--- config.mk ---
export PLATFORM = sky130hd
export DESIGN_NAME = tve_key_regs
export DESIGN_NICKNAME = d
export VERILOG_FILES = /design/src/design/tve_pkg.sv /design/src/design/tve_key_regs.sv
export SDC_FILE = /design/constraint.sdc
export NUM_CORES = 1
export LEC_CHECK = 0
export ABC_AREA = 1
export BUFFER_PORTS_ARGS = -buffer_cell sky130_fd_sc_hd__buf_2
export CAP_MARGIN = 20
export CORE_ASPECT_RATIO = 0.5
export CORE_MARGIN = 5
export CORE_UTILIZATION = 55
export DETAILED_ROUTE_END_ITERATION = 8
export GPL_TIMING_DRIVEN = 0
export PLACE_DENSITY_LB_ADDON = 0.3
export SLEW_MARGIN = 20
export SYNTH_ARGS = -nofsm -noshare
export SYNTH_HDL_FRONTEND = slang
export SYNTH_SLANG_ARGS = --single-unit
--- constraint.sdc ---
create_clock -name clock -period 2.9 [get_ports clock]
set_clock_uncertainty 0.1 [all_clocks]
set_input_delay 0.58 -clock clock [delete_from_list [all_inputs] [get_ports clock]]
set_output_delay 0.58 -clock clock [all_outputs]
set_load 0.01 [all_outputs]
--- src/design/tve_pkg.sv ---
// Shared types, constants and the round mixing function for the modified TEA encryptor.
// No dependencies; imported by every module of the block.
`default_nettype none

package tve_pkg;

   typedef logic [31:0] word_type;

   // Per-round increment of the running sum, and the extra XOR constants of each half-round
   localparam word_type ROUND_STEP  = 32'h9e37_79b9;
   localparam word_type LEFT_TWEAK  = 32'h0011_4514;
   localparam word_type RIGHT_TWEAK = 32'h0191_9810;

   // Register indexes of the key port
   typedef enum logic [1:0] {
      CSR_KEY_0 = 2'd0,
      CSR_KEY_1 = 2'd1,
      CSR_KEY_2 = 2'd2,
      CSR_KEY_3 = 2'd3
   } csr_index_type;

   typedef struct packed {
      word_type k0;
      word_type k1;
      word_type k2;
      word_type k3;
   } key_set_type;

   // One block as it moves down the pipeline, with its valid bit
   typedef struct packed {
      logic     valid;
      word_type left;
      word_type right;
   } block_type;

   // Running sum after round idx (counted from zero); wraps modulo 2^32
   function automatic word_type round_sum_of(input int idx);
      return word_type'(ROUND_STEP * word_type'(idx + 1));
   endfunction

   // ((x << 4) + ka) ^ (x + sum) ^ ((x >> 5) + kb) ^ tweak
   function automatic word_type mix_term(input word_type x, input word_type sum,
                                         input word_type ka, input word_type kb,
                                         input word_type tweak);
      word_type t1;
      word_type t2;
      word_type t3;
      t1 = (x << 4) + ka;
      t2 = x + sum;
      t3 = (x >> 5) + kb;
      return t1 ^ t2 ^ t3 ^ tweak;
   endfunction

endpackage

`default_nettype wire

--- src/design/tve_key_regs.sv ---
// Key register file: four 32-bit key words written through the CSR write port.
// Depends on tve_pkg for the key set struct and register indexes.
`default_nettype none

module tve_key_regs
   import tve_pkg::*;
(
   input  wire logic        clock,
   input  wire logic        reset,
   input  wire logic        csr_write_enable,
   input  wire logic [1:0]  csr_index,
   input  wire word_type    csr_write_data,
   output key_set_type      keys
);

   key_set_type keys_ff;
   key_set_type keys_in;

   // Decode the index and replace the addressed word
   always_comb begin
      keys_in = keys_ff;
      if (csr_write_enable) begin
         unique case (csr_index_type'(csr_index))
            CSR_KEY_0: keys_in.k0 = csr_write_data;
            CSR_KEY_1: keys_in.k1 = csr_write_data;
            CSR_KEY_2: keys_in.k2 = csr_write_data;
            CSR_KEY_3: keys_in.k3 = csr_write_data;
            default:   keys_in = keys_ff;
         endcase
      end
   end

   // Hold keys; clear on reset
   always_ff @(posedge clock) begin
      if (reset) begin
         keys_ff <= '0;
      end else begin
         keys_ff <= keys_in;
      end
   end

   assign keys = keys_ff;

endmodule

`default_nettype wire

# [After elaboration in Yosys (flattened, before gate mapping)]
# Index checks and enable logic that the tools add are counted.
[word_totals] wordCells=12 ff_bits=128 out_inout_bits=128
[op_classes] eq_ne=3 reduce_logical=5
[op_table] operator="$reduce_and A2 Y1" count=4
[op_table] operator="$eq A2 B2 Y1 const B" count=2
[op_table] operator="$eq A2 B1 Y1 const B" count=1
[op_table] operator="$logic_not A2 Y1" count=1

# [Longest topological paths before layout]
[depth] word_depth=2 ltp_mapped=6

# [Worst setup path after synthesis]
# OpenSTA, ideal clock, no wires.
[synth_timing] kind="in2reg" from="input port reset" to="register keys_ff (netlist bit keys[10])" t_required_ps=2736 arrival_ps=1272 stages=5 path_buffers=2 setup_time_ps=64 slack_ps=1464 path_cell_list="inv_1 -> clkbuf_1 -> clkbuf_1 -> nand2_1 -> nor2_1"
[synth_lines] item="start: declaration" line_no="tve_key_regs.sv:9" rtl="input wire logic reset,"
[synth_lines] item="end signal: assignment" line_no="tve_key_regs.sv:38" rtl="keys_ff <= keys_in;"
[synth_lines] item="end: declaration" line_no="tve_key_regs.sv:16" rtl="key_set_type keys_ff;"

# [Worst setup path in the final report]
[layout_timing] from="register keys_ff (netlist bit keys[0])" to="output port keys[0] (netlist name)"
[layout_lines] item="end: declaration" line_no="tve_key_regs.sv:13" rtl="output key_set_type keys"
# No word-level cell between the ends.

==> summary.txt <==
Outcome
  – Run status: completed

Placed design
  – Pre-CTS worst setup slack: ~0.99 ns
  – Final weighted congestion in routability-driven placement: around 0.84
  – DP Wirelength: 10870 um
  – Total of buffers placed on input and output ports: around 160

Power
  – Net Sw Frac: between 20% and 30%
  – Net switching component of the power: approximately 0.0012 W
  – Comb pwr share: between 10% and 20%
  – Design Power: between 0.004 and 0.005 W
  – Part of the total power dissipated in the clock network: between 40% and 50%
  – Design internal power: about 0.0036 W
  – Relative contribution of sequential cells to total power: 39.9%
  – Power per unit of standard cell area: between 600 and 700 nW/um^2
  – Worst ir drop on vdd: about 540 uV
  – Leakage Power: between 4 and 5 nW

Routing
  – Average wire per standard cell: ~13 um
  – Drt via density: approximately 4.7
  – Final antenna-violating net count: 0
  – Length of the first detailed-routing pass in iterations: 5
  – Routed vias: roughly 5400
  – Initial DRC count: 310
  – WL final: ~15000 um
  – DRC errors left: 0

Logic synthesis
  – Area of the mapped netlist: around 5300 sq um
  – Proportion of synthesized area in mux cells: 0%
  – Syn avg cell area: between 6 and 7 sq um
  – Post-synthesis adder-cell area fraction: 0%
  – Yosys top cell area share: between 40% and 50%
  – Most frequent cells after synthesis: sky130_fd_sc_hd__nand2_1, sky130_fd_sc_hd__nor2_1, sky130_fd_sc_hd__inv_1, sky130_fd_sc_hd__dfxtp_1, sky130_fd_sc_hd__buf_2
  – Nets in the synthesized netlist: about 860
  – Main combinational cell family by area after synthesis: simple AND/OR/NAND/NOR gates
  – Seq cells post-synth: around 130
  – Count of flip-flops with a built-in enable after synthesis: 0
  – Count of mapped cells out of synthesis: 820
  – Ys async rst share: 0%
  – Count of unique library cells instantiated by Yosys: 10
  – Library cell occupying the most area in the post-synthesis netlist: sky130_fd_sc_hd__dfxtp_1
  – Synth warnings: 0
  – Register area share after synthesis: 48.30%
  – Top FF cell, synth: sky130_fd_sc_hd__dfxtp_1
  – Simple logic cell fraction of the synthesized area: between 30% and 40%
  – Share of the synthesized area in compound gates (AO/OA/AOI/OAI): under 10%
  – Top cells by area, synth: sky130_fd_sc_hd__dfxtp_1, sky130_fd_sc_hd__nand2_1, sky130_fd_sc_hd__nor2_1, sky130_fd_sc_hd__inv_1, sky130_fd_sc_hd__buf_2
  – XOR/XNOR share of the synthesized area: 0%

STA
  – Time the worst path needs with I/O delays and setup: 1.612 ns
  – F_max: slightly above 0.6 GHz
  – Final slew viol count: 0
  – Final hold violations: 0
  – Final worst path period share: between 50 and 60%
  – Unrepaired setup endpoints after global routing: false
  – Minimum setup slack in the final design: 1.288 ns
  – Worst Max-Slew Pin Slew: around 0.55 ns
  – Worst slew margin relative to its limit: between 60% and 70%
  – Fin Hold WS: around 0.34 ns
  – Setup_tns: 0 ns
  – Setup-failing EPs final: 0

GRT
  – First-pass GRT wire length: between 20000 and 25000 um
  – Leftover overflow at the end of global routing: 0
  – Total track usage: 26.72%
  – Initial antenna violation count: 0
  – Number of global-route vias before repair: about 5000
  – Pin count of the biggest net entering global routing: 17

Floorplanning
  – Number of standard-cell rows in the floorplan: 25
  – Starting Density: a little under three fifths
  – Core Region: ~9400 sq um
  – Die height: between 70 and 80 um
  – Area of the die: 11830 sq um
  – Die Wd: approximately 150 um
  – I/O pin count: 165

Clocking
  – Number of buffers inserted by hold repair at cts: 0
  – Clk slew on worst S/H paths: 0.06 ns
  – Root Driver: sky130_fd_sc_hd__clkbuf_16
  – Maximum number of buffers from clock root to sink: 2
  – Post-cts repair resize count: 0
  – TritonCTS buffer count: 17
  – Setup Fix Bufs, Post-CTS: 0
  – Sinks on Clock Net: roughly 130
  – TritonCTS clock tree: done
  – Worst skew pair latency: about 0.41 ns
  – Maximum level of the CTS H-tree: 4

Critical path
  – Setup crit end kind: output port
  – CP Data Arrival Time: 0.93 ns
  – Required time reported for the critical path endpoint: approximately 2.2 ns
  – CP max stage delay: 0.36 ns
  – Crit-path cells: buf_2
  – CP Buf/Inv Count: 1
  – CP Launch Type: register
  – Slowest cell on the critical path: sky130_fd_sc_hd__dfxtp_1
  – Cell family contributing the most delay on the critical path: flip-flops
  – Worst Path Max Fanout: 2
  – Critical Setup Path Class: register to output port

Final layout
  – Layout cells sized above 1: 23.13%
  – Largest register FFs: approximately 130
  – Number of fillers in the final layout: 779
  – Net count of the finished layout: between 1000 and 1500
  – Diodes inserted: 0
  – Area growth syn-to-layout: 30.94%

Hold path
  – Class of the tightest hold or removal check: input port to register

Flow run
  – # Max-Cap Violations: 0
[cells by family after synthesis]
| logic type | Yosys count |
|---|---|
| DFF | 128 |
| buffers and inverters | 176 |
| AOI/OAI and AO/OA | 32 |
| and+or+nand+nor | 484 |
[worst paths after layout]
kind / endpoint / startpoint / slack, ns / cells after the start
max: keys[0] / keys[0]$_SDFFE_PP0P_ / 1.29 / 1
min: keys[63]$_SDFFE_PP0P_ / csr_write_data[31] / 0.34 / 3
max reg2reg: keys[0]$_SDFFE_PP0P_ / keys[0]$_SDFFE_PP0P_ / 2.10 / 4
min reg2reg: keys[100]$_SDFFE_PP0P_ / keys[100]$_SDFFE_PP0P_ / 0.37 / 2
[through the flow]
step	std cells	util, %	cell area, sq um
final	1151	73.78	6947
after global routing	1151	73.78	6947
after CTS	1151	73.78	6947
after detailed placement	1119	66.86	6295
after global placement	1119	66.86	6295
after floorplan	820	-	5305
[cell type report]
class	instances	area (sq um)	area share, %
sequential	128	2562	36.89
clock buffer	18	439.2	6.322
timing repair buffer	164	820.8	11.82
tap	135	168.9	2.432
buffer	45	212.7	3.062
inverter	131	491.7	7.079
clock inverter	14	212.7	3.062
multi-input combinational	516	2038	29.34
[layout by cell type (no fill, tap or decap)]
master,netlist,routed
sky130_fd_sc_hd__clkinvlp_4,0,4
sky130_fd_sc_hd__a21oi_1,32,32
sky130_fd_sc_hd__nand3_1,32,32
sky130_fd_sc_hd__nor2_2,1,1
sky130_fd_sc_hd__dfxtp_1,128,128
sky130_fd_sc_hd__inv_1,131,131
sky130_fd_sc_hd__clkbuf_16,0,17
sky130_fd_sc_hd__nor2_1,224,224
sky130_fd_sc_hd__buf_2,35,199
sky130_fd_sc_hd__clkinv_4,0,1
sky130_fd_sc_hd__clkbuf_8,0,1
sky130_fd_sc_hd__nand3_2,3,3
sky130_fd_sc_hd__clkbuf_1,10,10
sky130_fd_sc_hd__inv_6,0,1
sky130_fd_sc_hd__bufinv_16,0,5
sky130_fd_sc_hd__nand2_1,224,224
sky130_fd_sc_hd__clkinv_2,0,3
[layer usage]
metal	part of all wire [%]	vias to the layer above	wire length, um	track usage, %
li1	-	2747	-	-
met1	44	2449	6782	33.21
met2	46	170	7160	44.93
met3	8.1	20	1252	7.941
met4	1.6	0	240	8.767
met5	0	-	0	0
[power by group through the flow]
stage          Sequential [W]  Clock [W]  Combinational [W]
2_1_floorplan         0.00198          0           0.000247
3_3_place_gp          0.00193          0           0.000490
3_5_place_dp          0.00194          0           0.000504
4_1_cts               0.00190    0.00237           0.000511
5_1_grt               0.00191    0.00246           0.000572
6_report              0.00190    0.00236           0.000509
Note: power is estimated with default switching activity, not from simulation.
