### src/design/tve_pkg.sv
// Shared types, constants and the round mixing function for the modified TEA encryptor.
// No dependencies; imported by every module of the block.
`default_nettype none

package tve_pkg;

   typedef logic [31:0] word_type;

   // Per-round increment of the running sum, and the extra XOR constants of each half-round
   localparam word_type ROUND_STEP  = 32'h9e37_79b9;
   localparam word_type LEFT_TWEAK  = 32'h0011_4514;
   localparam word_type RIGHT_TWEAK = 32'h0191_9810;

   // Register indexes of the key port
   typedef enum logic [1:0] {
      CSR_KEY_0 = 2'd0,
      CSR_KEY_1 = 2'd1,
      CSR_KEY_2 = 2'd2,
      CSR_KEY_3 = 2'd3
   } csr_index_type;

   typedef struct packed {
      word_type k0;
      word_type k1;
      word_type k2;
      word_type k3;
   } key_set_type;

   // One block as it moves down the pipeline, with its valid bit
   typedef struct packed {
      logic     valid;
      word_type left;
      word_type right;
   } block_type;

   // Running sum after round idx (counted from zero); wraps modulo 2^32
   function automatic word_type round_sum_of(input int idx);
      return word_type'(ROUND_STEP * word_type'(idx + 1));
   endfunction

   // ((x << 4) + ka) ^ (x + sum) ^ ((x >> 5) + kb) ^ tweak
   function automatic word_type mix_term(input word_type x, input word_type sum,
                                         input word_type ka, input word_type kb,
                                         input word_type tweak);
      word_type t1;
      word_type t2;
      word_type t3;
      t1 = (x << 4) + ka;
      t2 = x + sum;
      t3 = (x >> 5) + kb;
      return t1 ^ t2 ^ t3 ^ tweak;
   endfunction

endpackage

`default_nettype wire

### src/design/tve_round.sv
// One cipher round as two register stages: left half-round, then right half-round.
// Depends on tve_pkg for block/key types and the mixing function.
`default_nettype none

module tve_round
   import tve_pkg::*;
(
   input  wire logic        clock,
   input  wire logic        reset,
   input  wire word_type    round_sum,
   input  wire key_set_type keys,
   input  wire block_type   blk_in,
   output block_type        blk_out
);

   block_type mid_ff;
   block_type mid_in;
   block_type out_ff;
   block_type out_in;

   // Update the left word from the right word
   always_comb begin
      mid_in.valid = blk_in.valid;
      mid_in.left  = blk_in.left
                     + mix_term(blk_in.right, round_sum, keys.k0, keys.k1, LEFT_TWEAK);
      mid_in.right = blk_in.right;
   end

   // Update the right word from the new left word
   always_comb begin
      out_in.valid = mid_ff.valid;
      out_in.left  = mid_ff.left;
      out_in.right = mid_ff.right
                     + mix_term(mid_ff.left, round_sum, keys.k2, keys.k3, RIGHT_TWEAK);
   end

   // Advance both stages; only the valid bits see reset
   always_ff @(posedge clock) begin
      if (reset) begin
         mid_ff.valid <= 1'b0;
         out_ff.valid <= 1'b0;
      end else begin
         mid_ff.valid <= mid_in.valid;
         out_ff.valid <= out_in.valid;
      end
      mid_ff.left  <= mid_in.left;
      mid_ff.right <= mid_in.right;
      out_ff.left  <= out_in.left;
      out_ff.right <= out_in.right;
   end

   assign blk_out = out_ff;

endmodule

`default_nettype wire

### config.mk
export PLATFORM = sky130hd
export DESIGN_NAME = tve_round
export DESIGN_NICKNAME = d
export VERILOG_FILES = /design/src/design/tve_pkg.sv /design/src/design/tve_round.sv
export SDC_FILE = /design/constraint.sdc
export NUM_CORES = 1
export LEC_CHECK = 0
export BUFFER_PORTS_ARGS = -buffer_cell sky130_fd_sc_hd__buf_2
export CORE_ASPECT_RATIO = 1.4
export CORE_MARGIN = 10
export CORE_UTILIZATION = 58
export CTS_CLUSTER_DIAMETER = 120
export CTS_CLUSTER_SIZE = 24
export DETAILED_ROUTE_END_ITERATION = 8
export HOLD_SLACK_MARGIN = 0.03
export PLACE_DENSITY = 0.85
export SLEW_MARGIN = 15
export SYNTH_ARGS = -nofsm -noshare
export SYNTH_HDL_FRONTEND = slang
export SYNTH_SLANG_ARGS = --single-unit
### constraint.sdc
create_clock -name clock -period 5.78 [get_ports clock]
set_clock_uncertainty 0.2 [all_clocks]
set_input_delay 0.289 -clock clock [delete_from_list [all_inputs] [get_ports clock]]
set_output_delay 0.289 -clock clock [all_outputs]
set_load 0.01 [all_outputs]
* After elaboration in Yosys (flattened, before gate mapping)
Cells that the tools add are included.
Word-level totals: output and inout port bits 65, bits of input ports 227, register bits after elaboration 130
Operators by class: bitwise operators 6, $add $sub $neg 8
Operators by type and width (count):
- adder 32 bit | 6
- bitwise XOR 32 bit | 4
- adder 27 x 32 -> 32 bit | 2
- inverter 8 bit | 1
- inverter 7 bit | 1

* Longest topological paths before layout
Gate-level depths: netlist (run 1).
depth in word-level cells 5, mapped depth 22, mapped depth without buffers 22

* Worst setup path after synthesis (run 1)
OpenSTA, ideal clock, no wires.
path type register -> register, from register mid_ff[32] in the netlist's numbering, to register out_ff, in the netlist blk_out[31], stages on the path, launching flop included 23, setup slack 775 ps, arrival time 4685 ps, clock period less this slack 5005 ps, path buffers 1, cells stage by stage dfxtp_1 -> ha_1 -> fa_1 -> a21o_1 -> a221oi_2 -> a21oi_1 -> o21ai_0 -> nand2b_1 -> a21o_1 -> a21oi_1 -> xnor2_1 -> xnor2_1 -> ha_1 -> clkbuf_1 -> a211oi_1 -> o21ai_0 -> a221oi_1 -> o211ai_1 -> a2111oi_0 -> nor3_1 -> a221o_1 -> a21oi_1 -> xnor2_1
RTL lines:
- from (decl) | RTL line tve_round.sv:16 | block_type mid_ff;
- to (decl) | RTL line tve_round.sv:18 | block_type out_ff;

==> results.json, run 1 <==
{
  "run_status": "finished, final reports clean",
  "crit_arrival_ns": 5.66,
  "rows": 70,
  "grt_max_degree": 17,
  "cts_tree": "built",
  "max_freq_ghz": 0.181,
  "synth-edff-count": 0,
  "worstSkewPairLatency_ns": 0.43,
  "timing.hold.ws_ns": 0.0847,
  "die_height_um": 211,
  "cp-start-kind": "flip-flop",
  "synth_ff_type": "dfxtp_1",
  "root_buffer": "clkbuf_16",
  "ys_ff_latch": 130,
  "wl_per_cell_um": 21.8,
  "io_pins": 292,
  "synthArstFlopShare": 0,
  "fp.dieW_um": 157,
  "finalSetupTns_ns": 0,
  "firstDrtPassIters": 8,
  "postSynthNetCount": 2290,
  "grt_antenna_before_repair": 8,
  "maxCapViolations": 0,
  "drc": 0,
  "cts_buffers": 17,
  "clk_path_buf_depth": 2,
  "mostFrequentLayoutCells": "buf_2 (291), xnor2_1 (280), ha_1 (237), a21oi_1 (177), dfxtp_1 (130)",
  "period_minus_slack_ns": 5.54,
  "slew_headroom": 0.528,
  "drive_above_1_share": 0.162,
  "drv_slew": 0,
  "grt_usage": 0.321,
  "tightestPinTransition_ns": 0.707,
  "synth.cell_area_sq_um": 15200,
  "grt_pass1_vias": 15573,
  "cts.sinks": 130,
  "dp_hpwl_um": 45300,
  "setup_viol": 0,
  "fin_crit_sh": 0.958,
  "fin_nets": 2629,
  "cts_max_level": 4,
  "crit_path_max_fanout": 4,
  "via_per_inst": 6.18,
  "synth_area_per_cell_sq_um": 8.35,
  "fp.coreArea_sq_um": 25900,
  "synth_cell_types": 65,
  "cts.clk_slew.worst_paths_ns": 0.06,
  "yosys_warnings": 0,
  "synthToLayoutAreaGrowth_pct": 19.2,
  "io_buffers": 291,
  "synth_area_leaders": "ha_1 (20%), dfxtp_1 (17%), xnor2_1 (16%)",
  "place_congestion": 0.981,
  "synth_top_area_cell": "ha_1",
  "syn-instance-count": 1818,
  "via_count": 15456,
  "grt_pass1_wl_um": 82600,
  "synth_top_area_frac": 0.195,
  "dieArea_sq_um": 33100,
  "final-hold-violation-count": 0,
  "ys_seq_area_frac": 0.172,
  "drtIter0Drc": 1008,
  "rsz0062_at_grt": "false",
  "layout_commonest_cell": "buf_2",
  "start_util": 0.585,
  "ant_nets": 0,
  "endpoint_kind": "flip-flop",
  "postRouteWirelength_um": 54400,
  "worstSetupPathType": "flip-flop to flip-flop",
  "grt-ovfl-total": 0,
  "hold_class": "input port to flip-flop",
  "required_ns": 5.91
}
## critical path: stages (launching register included)
cell and delay (ns):
dfxtp_1 0.34, ha_1 0.24, fa_1 0.42, a21o_1 0.23
a221oi_4 0.28, a21oi_1 0.14, or4_1 0.50, a31o_2 0.27
a21oi_1 0.20, xnor2_1 0.11, xnor2_1 0.24, ha_1 0.33
nand3_1 0.15, nor2_1 0.06, a221oi_1 0.37, o211ai_1 0.20
a2111oi_1 0.38, nor3_1 0.16, a221o_1 0.33, a21oi_1 0.19
xnor2_1 0.09
## final cells by class
class | count | area (sq um)
Fill cell | 2142 | 7840
Clock buffer | 18 | 439
Tap cell | 324 | 405
Sequential cell | 130 | 2600
Inverter | 57 | 214
Multi-Input combinational cell | 1616 | 12300
Clock inverter | 14 | 190
Timing Repair Buffer | 335 | 1880
Antenna cell | 7 | 17.5
## logic make-up (layout without fill, tap and decap cells)
kind of cell	after synthesis	count (layout)	synth area share
AO/OA/AOI/OAI	601	601	0.259
AND/OR/NAND/NOR	422	422	0.137
XOR/XNOR	347	347	0.208
adder cells (fa/ha/maj)	245	245	0.206
flip-flops	130	130	0.172
buffers and inverters	72	424	0.0178
multiplexers	1	1	0.000660
other	0	7	0
## through the flow
| step | setup WS [ns] | instance area (sq um) | instances | utilization |
|---|---|---|---|---|
| 2_1_floorplan | 0.775 | 15200 | 1818 | - |
| 3_3_place_gp | 0.304 | 17000 | 2426 | 0.657 |
| 3_5_place_dp | 0.177 | 17000 | 2426 | 0.657 |
| 4_1_cts | 0.247 | 18000 | 2494 | 0.695 |
| 5_1_grt | 0.0183 | 18100 | 2496 | 0.697 |
| 6_report | 0.244 | 18100 | 2501 | 0.697 |
## sequential cells by signal, summed over array words and instances, names as in the netlist
register,cells
blk_out,65
mid_ff,65
## repair_timing
action                                  4_1_cts  5_1_grt
endpoints found under the setup margin        0        7
gates resized for setup                       0        7
hold buffers                                 36        0
setup buffers                                 0        0
hold endpoints to repair                     36        0
## synthesized netlist by cell type (5+ instances only)
cell       number
nand3b_1        5
nor2_1        108
a21o_1        109
nand2_1        99
and4_1          8
or3_1           7
fa_1            8
a211oi_1       25
o21a_1         27
xnor2_1       280
ha_1          237
clkbuf_1       15
a221oi_1        8
nor4_1          5
and2_1         10
nand2b_1       23
a221o_1         5
and3_1         30
a211o_1         5
a21oi_1       177
o31ai_1        10
dfxtp_1       130
o211a_1         7
o21ai_0       101
o21bai_1       22
o211ai_1       21
inv_1          57
nand3_1        35
nor3_1         38
a2111oi_0       7
or2_2           8
xnor3_1         9
a31oi_1        20
xor2_1         58
a32oi_1         5
a311oi_1        5
nor3b_1         5
nand4_1        16
a41oi_1         5
nor2b_1        21
## worst paths after layout
path / slack, ns / endpoint / from / depth (start not counted)
setup / recovery: 0.24 / blk_out[31] / mid_ff[32] / 20
hold / removal: 0.08 / mid_ff[61] / blk_in[61] / 3
setup reg to reg: 0.24 / blk_out[31] / mid_ff[32] / 20
hold reg to reg: 0.20 / blk_out[32] / mid_ff[32] / 0
## layer usage
layer	global-route usage	wire (um)	up-vias
met4	0.275	5090	6
met3	0.0642	3720	245
met5	0	42	-
li1	-	-	7433
met2	0.560	26100	730
met1	0.318	19400	7042
Power of run 1 is left out: the tool's default activity adds up to more than one toggle a clock period on the data nets, which glitch-free logic cannot reach.
==> run 2, diff against run 1 <==
--- a/config.mk
+++ b/config.mk
@@ -13,7 +13,7 @@
 export CTS_CLUSTER_SIZE = 24
 export DETAILED_ROUTE_END_ITERATION = 8
 export HOLD_SLACK_MARGIN = 0.03
-export PLACE_DENSITY = 0.85
+export PLACE_DENSITY = 0.83
 export SLEW_MARGIN = 15
 export SYNTH_ARGS = -nofsm -noshare
 export SYNTH_HDL_FRONTEND = slang
==> run 2 against run 1 <==
Against the previous run: fmax increased by 0.89%; first-iteration DRC count increased by 18%; non-clock buffer count decreased by 2; routed wire length decreased by 1.8%.
==> results.json, run 2 (same netlist as run 1, synthesis figures left out) <==
{
  "run_status": "finished, final reports clean",
  "max_stage_delay_ns": 0.50,
  "placed_area_sq_um": 17000,
  "max_freq_ghz": 0.182,
  "start_util": 0.585,
  "cts_buffers": 17,
  "drc": 0,
  "final_area_sq_um": 18000,
  "hold_class": "input port to flip-flop",
  "crit_path_max_fanout": 4,
  "worstSkewPairLatency_ns": 0.43,
  "grt_pass1_vias": 15507,
  "cts.sinks": 130,
  "endpoint_kind": "flip-flop",
  "wl_per_cell_um": 21.4,
  "rows": 70,
  "path_buf_inv": 0,
  "cp_top_family": "compound AO/OA/AOI/OAI gates",
  "layout_setup_ws_ns": 0.293,
  "dieArea_sq_um": 33100,
  "firstDrtPassIters": 6,
  "dp_hpwl_um": 45000,
  "cts_tree": "built",
  "postRouteWirelength_um": 53500,
  "worstSetupPathType": "flip-flop to flip-flop",
  "rsz0062_at_grt": "false",
  "crit_slowest_cell": "or4_1",
  "cts_max_level": 4,
  "finalSetupTns_ns": 0,
  "fp.dieW_um": 157,
  "die_height_um": 211,
  "grt-ovfl-total": 0,
  "setup_viol": 0,
  "required_ns": 5.90,
  "fin_crit_sh": 0.949,
  "grt_max_degree": 17,
  "crit_chain": "ha_1 > fa_1 > a21o_1 > a221oi_2 > a21oi_1 > or4_1 > a31o_2 > a21oi_1 > xnor2_1 > xnor2_1 > ha_1 > nand3_1 > nor2_1 > a221oi_1 > o211ai_1 > a2111oi_1 > nor3_1 > a221o_1 > a21oi_1 > xnor2_1",
  "mostFrequentLayoutCells": "buf_2 (291), xnor2_1 (280), ha_1 (237), a21oi_1 (177), dfxtp_1 (130)",
  "cts.clk_slew.worst_paths_ns": 0.07,
  "place_congestion": 1.00,
  "drtIter0Drc": 1189,
  "period_minus_slack_ns": 5.49,
  "io_buffers": 291,
  "io_pins": 292,
  "grt_usage": 0.314,
  "final-hold-violation-count": 0,
  "finish.utilization": 0.694,
  "tightestPinTransition_ns": 0.675,
  "layout_commonest_cell": "buf_2",
  "slew_headroom": 0.538,
  "fp.coreArea_sq_um": 25900,
  "via_per_inst": 6.16,
  "grt_antenna_before_repair": 6,
  "grt_pass1_wl_um": 81300,
  "clk_path_buf_depth": 2,
  "drv_slew": 0,
  "dp_worst_setup_slack_ns": 0.245,
  "ant_nets": 0,
  "fin_nets": 2627,
  "crit_arrival_ns": 5.61,
  "via_count": 15379,
  "drive_above_1_share": 0.160,
  "cp-start-kind": "flip-flop",
  "root_buffer": "clkbuf_16",
  "maxCapViolations": 0,
  "synthToLayoutAreaGrowth_pct": 18.6
}
[run 2: changes by cell type in the layout (fill, tap and decap cells not counted), sizes merged]
| cell | delta |
|---|---|
| clkbuf | -1 |
| bufinv | -2 |
| buf | -2 |
| diode | -1 |
| clkinv | +3 |
[run 2: path summary, 6_finish.rpt]
path / from / endpoint / slack, ns / cells past startpoint
setup / recovery: mid_ff[32] / blk_out[31] / 0.29 / 20
hold / removal: blk_in[35] / mid_ff[35] / 0.08 / 4
setup reg to reg: mid_ff[32] / blk_out[31] / 0.29 / 20
hold reg to reg: mid_ff[32] / blk_out[32] / 0.19 / 0
[run 2: per-stage QoR]
stage	std cells	hold slack [ns]
after CTS	2492	0.0607
final	2498	0.0846
after floorplan	1818	0.117
after global routing	2493	0.0830
after detailed placement	2424	0.179
after global placement	2424	0.175
[run 2: per-layer routing]
metal | up-vias | GRT usage | part of all wire
met4 | 2 | 0.267 | 0.095
met3 | 226 | 0.0630 | 0.073
met1 | 6985 | 0.315 | 0.35
met2 | 760 | 0.547 | 0.48
met5 | - | 0 | 0.00024
li1 | 7406 | - | -
[run 2: cell type report]
cell class / count / area [sq um]
flip-flops and latches: 130 / 2600
clock inverters: 15 / 168
inverters: 57 / 214
multi-input cells: 1616 / 12300
repair buffers: 333 / 1860
fillers: 2214 / 7930
clock buffers: 17 / 425
diodes: 6 / 15.0
well taps: 324 / 405
[run 2: repair_timing]
item                                    in CTS  in global routing
buffers inserted                             0                  0
hold buffers                                36                  0
endpoints found under the hold margin       36                  0
resized for setup                            0                  3
endpoints found under the setup margin       0                  6
[run 2: tightest hold or removal path, stage by stage]
cell      delay (ns)
buf_2           0.09
ha_1            0.16
a211oi_1        0.05
nor2_1          0.08
Power of run 2 is left out for the same reason.
